===== src/lef_pkg.sv =====
`timescale 1ns / 1ps
// ----------------------------------------------------------------------------
// lef_pkg
// Shared types, codes and widths of the leader election block.
// ----------------------------------------------------------------------------
package lef_pkg;

   localparam int PEERS_DEFAULT = 16;
   localparam int CMD_W         = 3;
   localparam int PIDX_W        = 4;
   localparam int TERM_W        = 32;
   localparam int ID_W          = 16;
   localparam int MASK_W        = 16;
   localparam int QUORUM_W      = 5;
   localparam int TIMEOUT_W     = 3;
   localparam int CSR_IDX_W     = 2;
   localparam int CSR_DATA_W    = 16;

   localparam logic [QUORUM_W-1:0]  VOTES_MAX       = 5'd31;
   localparam logic [QUORUM_W-1:0]  QUORUM_RESET    = 5'd1;
   localparam logic [TIMEOUT_W-1:0] TIMEOUT_RESET   = 3'd2;
   localparam logic [TIMEOUT_W-1:0] HEARTBEAT_RELOAD = 3'd1;

   // command codes on req_cmd
   localparam logic [CMD_W-1:0] CMD_TICK      = 3'd0;
   localparam logic [CMD_W-1:0] CMD_PEER_UP   = 3'd1;
   localparam logic [CMD_W-1:0] CMD_PEER_DOWN = 3'd2;
   localparam logic [CMD_W-1:0] CMD_HEARTBEAT = 3'd3;
   localparam logic [CMD_W-1:0] CMD_VOTE_REQ  = 3'd4;
   localparam logic [CMD_W-1:0] CMD_VOTE_RSP  = 3'd5;

   // register indexes on the csr port
   localparam logic [CSR_IDX_W-1:0] CSR_OWN_ID  = 2'd0;
   localparam logic [CSR_IDX_W-1:0] CSR_QUORUM  = 2'd1;
   localparam logic [CSR_IDX_W-1:0] CSR_TIMEOUT = 2'd2;

   typedef enum logic [2:0] {
      OP_TICK,
      OP_PEER_UP,
      OP_PEER_DOWN,
      OP_HEARTBEAT,
      OP_VOTE_REQ,
      OP_VOTE_RSP,
      OP_NOP
   } op_type;

   typedef enum logic [1:0] {
      ROLE_FOLLOWER  = 2'd0,
      ROLE_CANDIDATE = 2'd1,
      ROLE_LEADER    = 2'd2
   } role_type;

   typedef enum logic [1:0] {
      KIND_NONE  = 2'd0,
      KIND_VOTE  = 2'd1,
      KIND_HEART = 2'd2
   } kind_type;

   typedef enum logic [1:0] {
      EVT_NONE      = 2'd0,
      EVT_LEADER    = 2'd1,
      EVT_STEP_DOWN = 2'd2
   } event_type;

   typedef struct packed {
      op_type              op;
      logic                peer_ok;
      logic [PIDX_W-1:0]   peer_index;
      logic [TERM_W-1:0]   msg_term;
      logic [ID_W-1:0]     msg_leader;
      logic                vote_in;
   } cmd_word_type;

   typedef struct packed {
      logic                  enable;
      logic [CSR_IDX_W-1:0]  index;
      logic [CSR_DATA_W-1:0] data;
   } csr_wr_type;

endpackage


===== src/lef_front.sv =====
`timescale 1ns / 1ps
// ----------------------------------------------------------------------------
// lef_front
// Decodes an incoming event into an operation word for the queue.
// ----------------------------------------------------------------------------
module lef_front #(
   parameter int PEERS = lef_pkg::PEERS_DEFAULT
) (
   input  logic [lef_pkg::CMD_W-1:0]  req_cmd,
   input  logic [lef_pkg::PIDX_W-1:0] req_peer_index,
   input  logic [lef_pkg::TERM_W-1:0] req_msg_term,
   input  logic [lef_pkg::ID_W-1:0]   req_msg_leader,
   input  logic                       req_vote_in,
   output lef_pkg::cmd_word_type      word
);
   import lef_pkg::*;

   op_type op;

   always_comb begin
      case (req_cmd)
         CMD_TICK:      op = OP_TICK;
         CMD_PEER_UP:   op = OP_PEER_UP;
         CMD_PEER_DOWN: op = OP_PEER_DOWN;
         CMD_HEARTBEAT: op = OP_HEARTBEAT;
         CMD_VOTE_REQ:  op = OP_VOTE_REQ;
         CMD_VOTE_RSP:  op = OP_VOTE_RSP;
         default:       op = OP_NOP;
      endcase
   end

   always_comb begin
      word.op         = op;
      // peers past the configured count never touch the mask
      word.peer_ok    = (int'(req_peer_index) < PEERS);
      word.peer_index = req_peer_index;
      word.msg_term   = req_msg_term;
      word.msg_leader = req_msg_leader;
      word.vote_in    = req_vote_in;
   end

endmodule


===== src/lef_queue.sv =====
`timescale 1ns / 1ps
// ----------------------------------------------------------------------------
// lef_queue
// Two-entry queue of decoded words between front and back.
// ----------------------------------------------------------------------------
module lef_queue (
   input  logic                  clock,
   input  logic                  reset,
   input  logic                  push_valid,
   output logic                  push_ready,
   input  lef_pkg::cmd_word_type push_word,
   output logic                  pop_valid,
   input  logic                  pop_ready,
   output lef_pkg::cmd_word_type pop_word
);
   import lef_pkg::*;

   cmd_word_type slot_ff [2];
   logic         wr_ptr_ff, wr_ptr_in;
   logic         rd_ptr_ff, rd_ptr_in;
   logic [1:0]   count_ff, count_in;
   logic         push, pop;

   assign push_ready = (count_ff != 2'd2);
   assign pop_valid  = (count_ff != 2'd0);
   assign pop_word   = slot_ff[rd_ptr_ff];
   assign push       = push_valid && push_ready;
   assign pop        = pop_valid && pop_ready;

   always_comb begin
      wr_ptr_in = push ? ~wr_ptr_ff : wr_ptr_ff;
      rd_ptr_in = pop ? ~rd_ptr_ff : rd_ptr_ff;
      count_in  = count_ff;
      if (push && !pop) begin
         count_in = count_ff + 2'd1;
      end else if (pop && !push) begin
         count_in = count_ff - 2'd1;
      end
   end

   always_ff @(posedge clock) begin
      if (reset) begin
         wr_ptr_ff <= 1'b0;
         rd_ptr_ff <= 1'b0;
         count_ff  <= 2'd0;
      end else begin
         wr_ptr_ff <= wr_ptr_in;
         rd_ptr_ff <= rd_ptr_in;
         count_ff  <= count_in;
      end
   end

   always_ff @(posedge clock) begin
      if (push) begin
         slot_ff[wr_ptr_ff] <= push_word;
      end
   end

endmodule


===== src/lef_back.sv =====
`timescale 1ns / 1ps
// ----------------------------------------------------------------------------
// lef_back
// Election state, config registers and the registered response word.
// ----------------------------------------------------------------------------
module lef_back #(
   parameter int PEERS = lef_pkg::PEERS_DEFAULT
) (
   input  logic                       clock,
   input  logic                       reset,
   input  lef_pkg::csr_wr_type        csr,
   input  logic                       in_valid,
   output logic                       in_ready,
   input  lef_pkg::cmd_word_type      in_word,
   output logic                       rsp_valid,
   input  logic                       rsp_ready,
   output logic [1:0]                 rsp_send_kind,
   output logic [lef_pkg::MASK_W-1:0] rsp_send_mask,
   output logic [lef_pkg::TERM_W-1:0] rsp_send_term,
   output logic                       rsp_vote_granted,
   output logic [1:0]                 rsp_role,
   output logic [1:0]                 rsp_role_event
);
   import lef_pkg::*;

   // config; own_id is accepted on the port but nothing here reads it
   logic [QUORUM_W-1:0]  quorum_ff;
   logic [TIMEOUT_W-1:0] timeout_ff;

   role_type             role_ff, role_in;
   logic [TERM_W-1:0]    term_ff, term_in;
   logic [QUORUM_W-1:0]  votes_ff, votes_in;
   logic [ID_W-1:0]      leader_ff, leader_in;
   logic [PEERS-1:0]     peer_mask_ff, peer_mask_in;
   logic [TIMEOUT_W-1:0] ticks_ff, ticks_in;
   logic                 running_ff, running_in;
   logic                 hb_mode_ff, hb_mode_in;

   logic                 rsp_valid_ff;
   kind_type             rsp_kind_ff;
   logic [MASK_W-1:0]    rsp_mask_ff;
   logic [TERM_W-1:0]    rsp_term_ff;
   logic                 rsp_grant_ff;
   role_type             rsp_role_ff;
   event_type            rsp_event_ff;

   kind_type             kind;
   event_type            evt;
   logic                 grant;
   logic                 fire;
   logic [PEERS-1:0]     peer_bit;
   logic [MASK_W-1:0]    mask_out;

   assign in_ready = !rsp_valid_ff || rsp_ready;
   assign fire     = in_valid && in_ready;

   always_comb begin
      peer_bit = '0;
      for (int i = 0; i < PEERS; i++) begin
         peer_bit[i] = in_word.peer_ok && (int'(in_word.peer_index) == i);
      end
   end

   always_comb begin
      role_in      = role_ff;
      term_in      = term_ff;
      votes_in     = votes_ff;
      leader_in    = leader_ff;
      peer_mask_in = peer_mask_ff;
      ticks_in     = ticks_ff;
      running_in   = running_ff;
      hb_mode_in   = hb_mode_ff;
      kind         = KIND_NONE;
      evt          = EVT_NONE;
      grant        = 1'b0;
      case (in_word.op)
         OP_TICK: begin
            if (running_ff) begin
               if (ticks_ff > 3'd1) begin
                  ticks_in = ticks_ff - 3'd1;
               end else if (hb_mode_ff) begin
                  kind     = KIND_HEART;
                  ticks_in = HEARTBEAT_RELOAD;
               end else begin
                  // election timeout: stand as candidate with own vote
                  term_in  = term_ff + 32'd1;
                  role_in  = ROLE_CANDIDATE;
                  votes_in = 5'd1;
                  kind     = KIND_VOTE;
                  ticks_in = timeout_ff;
               end
            end
         end
         OP_PEER_UP: begin
            peer_mask_in = peer_mask_ff | peer_bit;
            if (!running_ff) begin
               ticks_in   = timeout_ff;
               running_in = 1'b1;
            end
         end
         OP_PEER_DOWN: begin
            peer_mask_in = peer_mask_ff & ~peer_bit;
         end
         OP_HEARTBEAT: begin
            if (in_word.msg_term >= term_ff) begin
               case (role_ff)
                  ROLE_FOLLOWER: begin
                     ticks_in   = timeout_ff;
                     running_in = 1'b1;
                  end
                  ROLE_CANDIDATE: begin
                     ticks_in   = timeout_ff;
                     running_in = 1'b1;
                     role_in    = ROLE_FOLLOWER;
                     term_in    = in_word.msg_term;
                     leader_in  = in_word.msg_leader;
                     votes_in   = '0;
                  end
                  default: begin
                     // leader steps down only for a strictly newer term
                     if (in_word.msg_term != term_ff) begin
                        role_in    = ROLE_FOLLOWER;
                        ticks_in   = timeout_ff;
                        running_in = 1'b1;
                        hb_mode_in = 1'b0;
                        evt        = EVT_STEP_DOWN;
                     end
                  end
               endcase
            end
         end
         OP_VOTE_REQ: begin
            if (in_word.msg_term > term_ff) begin
               grant   = 1'b1;
               term_in = in_word.msg_term;
            end
         end
         OP_VOTE_RSP: begin
            if (in_word.vote_in && (role_ff == ROLE_CANDIDATE)) begin
               if (votes_ff != VOTES_MAX) begin
                  votes_in = votes_ff + 5'd1;
               end
               if (votes_in >= quorum_ff) begin
                  role_in    = ROLE_LEADER;
                  kind       = KIND_HEART;
                  ticks_in   = HEARTBEAT_RELOAD;
                  running_in = 1'b1;
                  hb_mode_in = 1'b1;
                  evt        = EVT_LEADER;
               end
            end
         end
         default: begin
         end
      endcase
   end

   always_comb begin
      mask_out = '0;
      for (int i = 0; i < MASK_W; i++) begin
         if (i < PEERS) begin
            mask_out[i] = peer_mask_in[i];
         end
      end
   end

   always_ff @(posedge clock) begin
      if (reset) begin
         quorum_ff  <= QUORUM_RESET;
         timeout_ff <= TIMEOUT_RESET;
      end else if (csr.enable) begin
         case (csr.index)
            CSR_QUORUM:  quorum_ff  <= csr.data[QUORUM_W-1:0];
            CSR_TIMEOUT: timeout_ff <= csr.data[TIMEOUT_W-1:0];
            default: begin
            end
         endcase
      end
   end

   always_ff @(posedge clock) begin
      if (reset) begin
         role_ff      <= ROLE_FOLLOWER;
         term_ff      <= '0;
         votes_ff     <= '0;
         leader_ff    <= '0;
         peer_mask_ff <= '0;
         ticks_ff     <= '0;
         running_ff   <= 1'b0;
         hb_mode_ff   <= 1'b0;
         rsp_valid_ff <= 1'b0;
      end else begin
         if (fire) begin
            role_ff      <= role_in;
            term_ff      <= term_in;
            votes_ff     <= votes_in;
            leader_ff    <= leader_in;
            peer_mask_ff <= peer_mask_in;
            ticks_ff     <= ticks_in;
            running_ff   <= running_in;
            hb_mode_ff   <= hb_mode_in;
            rsp_valid_ff <= 1'b1;
         end else if (rsp_ready) begin
            rsp_valid_ff <= 1'b0;
         end
      end
   end

   always_ff @(posedge clock) begin
      if (fire) begin
         rsp_kind_ff  <= kind;
         rsp_mask_ff  <= (kind != KIND_NONE) ? mask_out : '0;
         rsp_term_ff  <= (kind != KIND_NONE) ? term_in : '0;
         rsp_grant_ff <= grant;
         rsp_role_ff  <= role_in;
         rsp_event_ff <= evt;
      end
   end

   assign rsp_valid        = rsp_valid_ff;
   assign rsp_send_kind    = rsp_kind_ff;
   assign rsp_send_mask    = rsp_mask_ff;
   assign rsp_send_term    = rsp_term_ff;
   assign rsp_vote_granted = rsp_grant_ff;
   assign rsp_role         = rsp_role_ff;
   assign rsp_role_event   = rsp_event_ff;

   // heartbeat timing is used exactly while leading
   a_hb_mode_leader : assert property (@(posedge clock) disable iff (reset)
      hb_mode_ff == (role_ff == ROLE_LEADER))
      else $error("heartbeat mode out of step with leader role");

   a_timer_idle_zero : assert property (@(posedge clock) disable iff (reset)
      !running_ff |-> (ticks_ff == '0))
      else $error("countdown loaded while timer stopped");

   a_elected_word : assert property (@(posedge clock) disable iff (reset)
      (rsp_valid_ff && (rsp_event_ff == EVT_LEADER)) |->
         ((rsp_role_ff == ROLE_LEADER) && (rsp_kind_ff == KIND_HEART)))
      else $error("election word without leader heartbeat");

   a_quiet_word : assert property (@(posedge clock) disable iff (reset)
      (rsp_valid_ff && (rsp_kind_ff == KIND_NONE)) |->
         ((rsp_mask_ff == '0) && (rsp_term_ff == '0)))
      else $error("broadcast fields set on a word with no broadcast");

endmodule


===== src/leader_election_fsm.sv =====
`timescale 1ns / 1ps
// ----------------------------------------------------------------------------
// leader_election_fsm
// Raft-style leader election for one node: role, term, votes and timer.
// ----------------------------------------------------------------------------
// Path: a response word becomes valid after its request has passed the queue
// entry, then the registered state update; it is taken when rsp_ready is high.
// Throughput: one word per cycle sustained while rsp_ready stays high; the
// back-end state update sets this; a two-entry queue decouples it from intake.
// Reset (synchronous): follower, term 0, all peers down, timer stopped,
// quorum 1, election timeout 2, queue and response register empty.
module leader_election_fsm #(
   parameter int PEERS = lef_pkg::PEERS_DEFAULT
) (
   input  logic                           clock,
   input  logic                           reset,
   input  logic                           req_valid,
   output logic                           req_ready,
   input  logic [lef_pkg::CMD_W-1:0]      req_cmd,
   input  logic [lef_pkg::PIDX_W-1:0]     req_peer_index,
   input  logic [lef_pkg::TERM_W-1:0]     req_msg_term,
   input  logic [lef_pkg::ID_W-1:0]       req_msg_leader,
   input  logic                           req_vote_in,
   output logic                           rsp_valid,
   input  logic                           rsp_ready,
   output logic [1:0]                     rsp_send_kind,
   output logic [lef_pkg::MASK_W-1:0]     rsp_send_mask,
   output logic [lef_pkg::TERM_W-1:0]     rsp_send_term,
   output logic                           rsp_vote_granted,
   output logic [1:0]                     rsp_role,
   output logic [1:0]                     rsp_role_event,
   input  logic                           csr_write_enable,
   input  logic [lef_pkg::CSR_IDX_W-1:0]  csr_index,
   input  logic [lef_pkg::CSR_DATA_W-1:0] csr_write_data
);
   import lef_pkg::*;

   cmd_word_type front_word;
   cmd_word_type back_word;
   logic         back_valid;
   logic         back_ready;
   csr_wr_type   csr;

   assign csr.enable = csr_write_enable;
   assign csr.index  = csr_index;
   assign csr.data   = csr_write_data;

   lef_front #(
      .PEERS (PEERS)
   ) u_front (
      .req_cmd        (req_cmd),
      .req_peer_index (req_peer_index),
      .req_msg_term   (req_msg_term),
      .req_msg_leader (req_msg_leader),
      .req_vote_in    (req_vote_in),
      .word           (front_word)
   );

   lef_queue u_queue (
      .clock      (clock),
      .reset      (reset),
      .push_valid (req_valid),
      .push_ready (req_ready),
      .push_word  (front_word),
      .pop_valid  (back_valid),
      .pop_ready  (back_ready),
      .pop_word   (back_word)
   );

   lef_back #(
      .PEERS (PEERS)
   ) u_back (
      .clock            (clock),
      .reset            (reset),
      .csr              (csr),
      .in_valid         (back_valid),
      .in_ready         (back_ready),
      .in_word          (back_word),
      .rsp_valid        (rsp_valid),
      .rsp_ready        (rsp_ready),
      .rsp_send_kind    (rsp_send_kind),
      .rsp_send_mask    (rsp_send_mask),
      .rsp_send_term    (rsp_send_term),
      .rsp_vote_granted (rsp_vote_granted),
      .rsp_role         (rsp_role),
      .rsp_role_event   (rsp_role_event)
   );

endmodule


===== config.mk =====
export PLATFORM = sky130hd
export DESIGN_NAME = leader_election_fsm
export DESIGN_NICKNAME = d
export VERILOG_FILES = /design/src/lef_pkg.sv /design/src/lef_front.sv /design/src/lef_queue.sv /design/src/lef_back.sv /design/src/leader_election_fsm.sv
export SDC_FILE = /design/constraint.sdc
export NUM_CORES = 1
export LEC_CHECK = 0
export BUFFER_PORTS_ARGS = -buffer_cell sky130_fd_sc_hd__buf_4
export CAP_MARGIN = 20
export CORE_ASPECT_RATIO = 1.5
export CORE_MARGIN = 2
export CORE_UTILIZATION = 60
export CTS_BUF_LIST = sky130_fd_sc_hd__clkbuf_8
export CTS_CLUSTER_DIAMETER = 30
export CTS_CLUSTER_SIZE = 8
export DETAILED_ROUTE_END_ITERATION = 7
export GPL_TIMING_DRIVEN = 0
export PLACE_DENSITY = 0.89
export SYNTH_ARGS = -nofsm -noshare
export SYNTH_HDL_FRONTEND = slang
export SYNTH_SLANG_ARGS = --single-unit

===== constraint.sdc =====
create_clock -name clock -period 4.75 [get_ports clock]
set_input_delay 0.95 -clock clock [delete_from_list [all_inputs] [get_ports clock]]
set_output_delay 0.95 -clock clock [all_outputs]
set_load 0.05 [all_outputs]

After elaboration in Yosys (flattened, before gate mapping) --
Memories as Yosys holds them, arrays and structs flattened. A register that Yosys moved wholly into a read port is not among the register bits. Index checks and enable logic that the tools add are counted.
Operators by class: reductions and logical operators 44, add/sub/neg operators 5, order comparisons 4, bitwise gates (word level) 5, eq/ne operators 42, mux-type cells 69
Operators by type and width (count):
- 32-bit 2-to-1 mux | 6
- 32-bit case mux with 3 select lines | 1
- 5-bit 2-to-1 mux | 9
- 2-bit 2-to-1 mux | 18
- 32-bit by 1-bit adder with 32-bit output (second input constant) | 1
- 4-bit equality test (second input constant) | 8
- 32-bit greater-or-equal comparator | 1
- 32-bit greater-than comparator | 1
- 32-bit inequality test | 1
- 16-bit case mux with 2 select lines | 1
- 3-bit 2-to-1 mux | 9
- 3-bit case mux with 6 select lines | 1
- 16-bit bitwise AND | 1
- 4-bit by 3-bit equality test with 1-bit output (second input constant) | 4
- 1-bit logical AND (first input constant) | 16
- 1-bit 2-to-1 mux | 16
- 16-bit NOT | 1
- 16-bit bitwise OR | 1
- 8-bit AND reduction | 2
- 5-bit case mux with 3 select lines | 1
- 3-bit by 2-bit equality test with 1-bit output (second input constant) | 4
- 3-bit equality test (second input constant) | 4
- 2-bit by 1-bit inequality test with 1-bit output (second input constant) | 6
- 2-bit case mux with 2 select lines | 3
- other kinds (32) | 53
Storage, ports and cells: memories 1, memory bits (writable) 112, bits in registers 128, logic and storage cells 189
Memories:
- u_queue.slot_ff | words 2, width 56, read ports 1, clocked after memory_dff 1, write ports 1, line lef_queue.sv:18 | cmd_word_type slot_ff [2];

Logic depth before layout (Yosys ltp) --
depth after elaboration 9, depth in mapped cells 16, gate-level depth less buffers 14

By module --
Synthesis repeated with hierarchy kept, for this count alone.
Unflattened totals: cell total of the unflattened synthesis 1193, area total of the unflattened synthesis 12667.1 um^2
By module, submodules not included:
- lef_back | cells an instance 934, instances 1, area each 7903.8 um^2
- lef_queue | cells an instance 201, instances 1, area each 4339.2 um^2
- lef_front | cells an instance 58, instances 1, area each 424.2 um^2

Least setup slack after synthesis --
No wires, ideal clock.
kind register to register, start register with a tool-made name, end register u_back.rsp_term_ff[21] (netlist: u_back.rsp_send_term[21]) (data pin), buffers on the path 5, path slack 837 ps, stages on the path, launching flop included 16, arrival time 3643 ps, cell sequence dfxtp_1 > buf_4 > buf_2 > buf_1 > buf_2 > mux2_2 > ha_1 > a21oi_2 > nand2_1 > a221o_1 > o31ai_4 > a31oi_4 > buf_4 > and2_1 > a211oi_1 > a21oi_1
RTL lines:
- end signal: assignment | line lef_back.sv:213 | rsp_term_ff <= (kind != KIND_NONE) ? term_in : '0;
- end: declaration | line lef_back.sv:42 | logic [TERM_W-1:0] rsp_term_ff;

==> impl_summary.log <==
[metrics] Critical Path Source Type: flop
[metrics] layout net count: 1297
[metrics] count of flip-flops with a built-in enable after synthesis: 135
[metrics] critical-path maximum fanout: 10
[metrics] switching part of the total: ~45%
[metrics] relative contribution of sequential cells to total power: 34.5%
[metrics] share of async-settable or async-resettable flops after synthesis: 0%
[metrics] count of endpoints failing hold in the final timing report: 0
[metrics] Clk pin slew, worst setup/hold paths: 60 ps
[metrics] TritonCTS clock tree: built
[metrics] sum of overflow across all layers after global routing: 0
[metrics] cell area after layout: 12400 sq um
[metrics] Diodes inserted: 0
[metrics] Placement Cell Area: 11800 sq um
[metrics] Top FF cell, synth: sky130_fd_sc_hd__edfxtp_1
[metrics] Final Util: 71.6%
[metrics] largest net degree at the start of global routing: 39
[metrics] CTS H-tree depth: 2
[metrics] height of the die: 167 microns
[metrics] remaining antenna violation count: 0
[metrics] #FFs+latches synth: 209
[metrics] warning count from the yosys run: 0
[metrics] worst skew pair latency: 530 ps
[metrics] cell internal power dissipation: 4150 uW
[metrics] Worst Path Class, Setup: reg2reg
[metrics] layout cell share with drive strength beyond 1: 20.1%
[metrics] final worst clock skew: 19.6 ps
[metrics] cell count after synthesis: 1028
[metrics] number of cell rows: 59
[metrics] maximum clock frequency: 215 MHz
[metrics] global-route wire length before repair: 46100 microns
[metrics] via total after detailed routing: 9104
[metrics] Num CTS Buffers: 34
[metrics] final total power: ~7500 uW
[metrics] core area: 17300 sq um
[metrics] run status: complete, but fails checks
[metrics] worst path required time: just over 5000 ps
[metrics] Routed WL per cell: 21.3 microns
[metrics] Total Die Area: about 19000 sq um
[metrics] syn_nets: around 1100
[metrics] period utilisation layout: 97.7%
[metrics] worst setup margin: between 100 and 150 ps
[metrics] initial DRC count: 1098
[metrics] dpl hpwl: 21400 microns
[metrics] DRC violation count after routing: 1
[metrics] Distinct cells, synth: 82
[metrics] pre-CTS setup slack: -382 ps
[metrics] total wirelength of the detailed-routed design: between 30000 and 40000 microns
[metrics] count of clock tree sinks: 209
[metrics] IR drop worst, VDD: 0.417 mV
[metrics] max-capacitance violation count: 0
[metrics] power density relative to cell area: 603 nW/um^2
[metrics] worst-margin pin slew: 1240 ps
[metrics] mean number of vias per cell: 6.44
[metrics] library cell used as clock root buffer: sky130_fd_sc_hd__clkbuf_8
[metrics] area growth from synthesis to final layout: 17.1%
[metrics] time the final worst path needs with I/O delays and setup: 4640 ps
[metrics] failing checks: DRC
[metrics] setup bufs post-CTS: 0
[metrics] Max Slew Vio Count: 0
[metrics] worst hold slack: between 400 and 500 ps
[metrics] sequential-to-total area share from yosys stat: 52.2%
[metrics] starting density of the core: 61.2%
[metrics] share of power burned in the clock network: 18.7%
[metrics] Psw: 3340 uW
[metrics] antenna violations before repair: 0
[metrics] number of primary I/O pins: 136
[metrics] number of endpoints failing setup at the final stage: 0
[metrics] Combinational Power Share: 46.8%
[metrics] global-route usage over all layers: 31.3%
[metrics] RSZ-0062 raised after global routing: yes
[metrics] WP data arrival: 4940 ps
[metrics] largest buffer count on any clock path: 3
[metrics] number of buffers added on ports: 108
[metrics] Max-slew headroom: 16.7%
[metrics] cell area after technology mapping: 10600 sq um
[metrics] length of the first detailed-routing pass in iterations: 8
[metrics] Leak: 0.00450 uW
[metrics] mean instance size in the synthesized netlist: 10.3 sq um
[metrics] element type at the critical path end: flop
[metrics] Die Wd: 113 microns
[metrics] via count of the first global-routing pass: 8847
[metrics] worst hold path class: reg2reg
[metrics] routability cong.: about 1
-- through the flow --
step	TNS [ps]	cells
global placement	-31110	1349
finish	0	1414
CTS	0	1414
floorplan	0	1028
detailed placement	-9120	1353
global route	-47.6	1414
-- flip-flops by register name (all words and copies together) (netlist names), named ones only --
| signal | count |
|---|---|
| u_back.votes_ff | 5 |
| u_back.quorum_ff | 5 |
| u_back.rsp_vote_granted | 1 |
| u_back.rsp_valid | 1 |
| u_back.rsp_send_term | 32 |
| u_back.running_ff | 1 |
| u_back.rsp_send_mask | 16 |
| u_back.timeout_ff | 3 |
| u_queue.slot_ff | 80 |
| u_back.term_ff | 32 |
| u_back.hb_mode_ff | 1 |
| u_queue.count_ff | 2 |
| u_back.ticks_ff | 3 |
| u_back.peer_mask_ff | 16 |
| u_queue.rd_ptr_ff | 1 |
| u_back.rsp_role_event | 2 |
| u_back.role_ff | 2 |
| u_queue.wr_ptr_ff | 1 |
| u_back.rsp_send_kind | 2 |
| u_back.rsp_role | 2 |
-- worst max-delay path, cell delays in order, from the launching register on --
cell	delay (ps)
sky130_fd_sc_hd__dfxtp_1	350
sky130_fd_sc_hd__buf_4	200
sky130_fd_sc_hd__buf_2	240
sky130_fd_sc_hd__clkbuf_4	320
sky130_fd_sc_hd__clkbuf_4	310
sky130_fd_sc_hd__mux2_2	380
sky130_fd_sc_hd__ha_1	320
sky130_fd_sc_hd__nand4_1	240
sky130_fd_sc_hd__nor4_4	380
sky130_fd_sc_hd__nand3_2	220
sky130_fd_sc_hd__a2bb2oi_2	280
sky130_fd_sc_hd__and2_4	240
sky130_fd_sc_hd__nand2_2	120
sky130_fd_sc_hd__buf_2	330
sky130_fd_sc_hd__o21ai_0	150
sky130_fd_sc_hd__a21oi_1	320
-- placed cells by master, fill, tap and decap left out, drive strengths merged, types with 14 or more instances in the layout --
| master | count |
|---|---|
| clkbuf | 65 |
| dfxtp | 74 |
| ha | 42 |
| nand4 | 18 |
| nand3 | 23 |
| nor2 | 96 |
| o21ai | 62 |
| inv | 69 |
| edfxtp | 135 |
| mux2 | 33 |
| nand2 | 100 |
| a21oi | 102 |
| a211oi | 14 |
| buf | 130 |
| nor3 | 25 |
| a31oi | 15 |
-- layer usage --
layer  GRT usage (%)  share of wire (%)  up-vias
met3            5.06                8.0      163
met2            56.1                 50      546
met1            34.2                 35     4258
met4            18.9                6.9        0
li1                -                  -     4137
met5               0                  0        -
-- layout make-up --
class | count | area, sq um
clock buffer | 35 | 482
fill | 1250 | 4920
buffer | 49 | 240
inverter | 49 | 184
sequential | 209 | 5540
multi-input combinational | 721 | 4710
timing repair buffer | 112 | 891
clock inverter | 26 | 118
tap | 213 | 267
-- cell families (layout without fill, tap and decap cells) --
family,count (synthesis),count (layout),synth area share [%]
XOR/XNOR,16,16,1.32
AO/OA/AOI/OAI,287,287,17.7
buffers and inverters,98,271,3.90
flip-flops,209,209,52.2
adder cells (fa/ha/maj),42,42,4.95
multiplexers,44,44,4.54
AND/OR/NAND/NOR,332,332,15.4
-- synth_stat cells (all sizes together) (7+ instances only) --
master	number	share of area [%]
a22o	8	0.66
nor3	25	1.3
nor4	13	1.0
mux2	33	3.5
inv	49	1.7
o21ai	62	2.9
o32ai	10	0.83
a211oi	14	0.99
nand2b	11	0.74
nor2	96	3.4
and3	12	0.73
edfxtp	135	38
buf	22	1.1
nor2b	7	0.41
nand3	23	1.1
mux2i	11	1.0
a31oi	15	1.0
nand4	18	1.1
dfxtp	74	14
clkbuf	26	0.93
a21o	8	0.58
xnor2	12	0.99
nand2	100	3.6
ha	42	5.0
a22oi	13	0.92
a21oi	102	4.9
-- power by group through the flow --
stage | Clock (uW) | Combinational [uW] | Sequential [uW]
floorplan | 0 | 1740 | 3180
global placement | 0 | 3250 | 2640
detailed placement | 0 | 3370 | 2610
CTS | 1410 | 3410 | 2580
global route | 1490 | 3710 | 2620
finish | 1400 | 3500 | 2590
-- final timing paths --
| path | startpoint | to | slack (ps) | depth (start not counted) |
|---|---|---|---|---|
| setup / recovery | flop | u_back.rsp_send_term[18] | 110 | 15 |
| hold / removal | u_back.peer_mask_ff[12] | u_back.peer_mask_ff[12] | 470 | 2 |
| setup reg to reg | flop | u_back.rsp_send_term[18] | 110 | 15 |
| hold reg to reg | u_back.peer_mask_ff[12] | u_back.peer_mask_ff[12] | 470 | 2 |
-- repair_timing --
action	in CTS	in global routing
pin swaps	0	2
endpoints found under the setup margin	65	52
hold buffers	0	0
resized for setup	3	9
No activity file was read; power rests on OpenSTA's default activity.
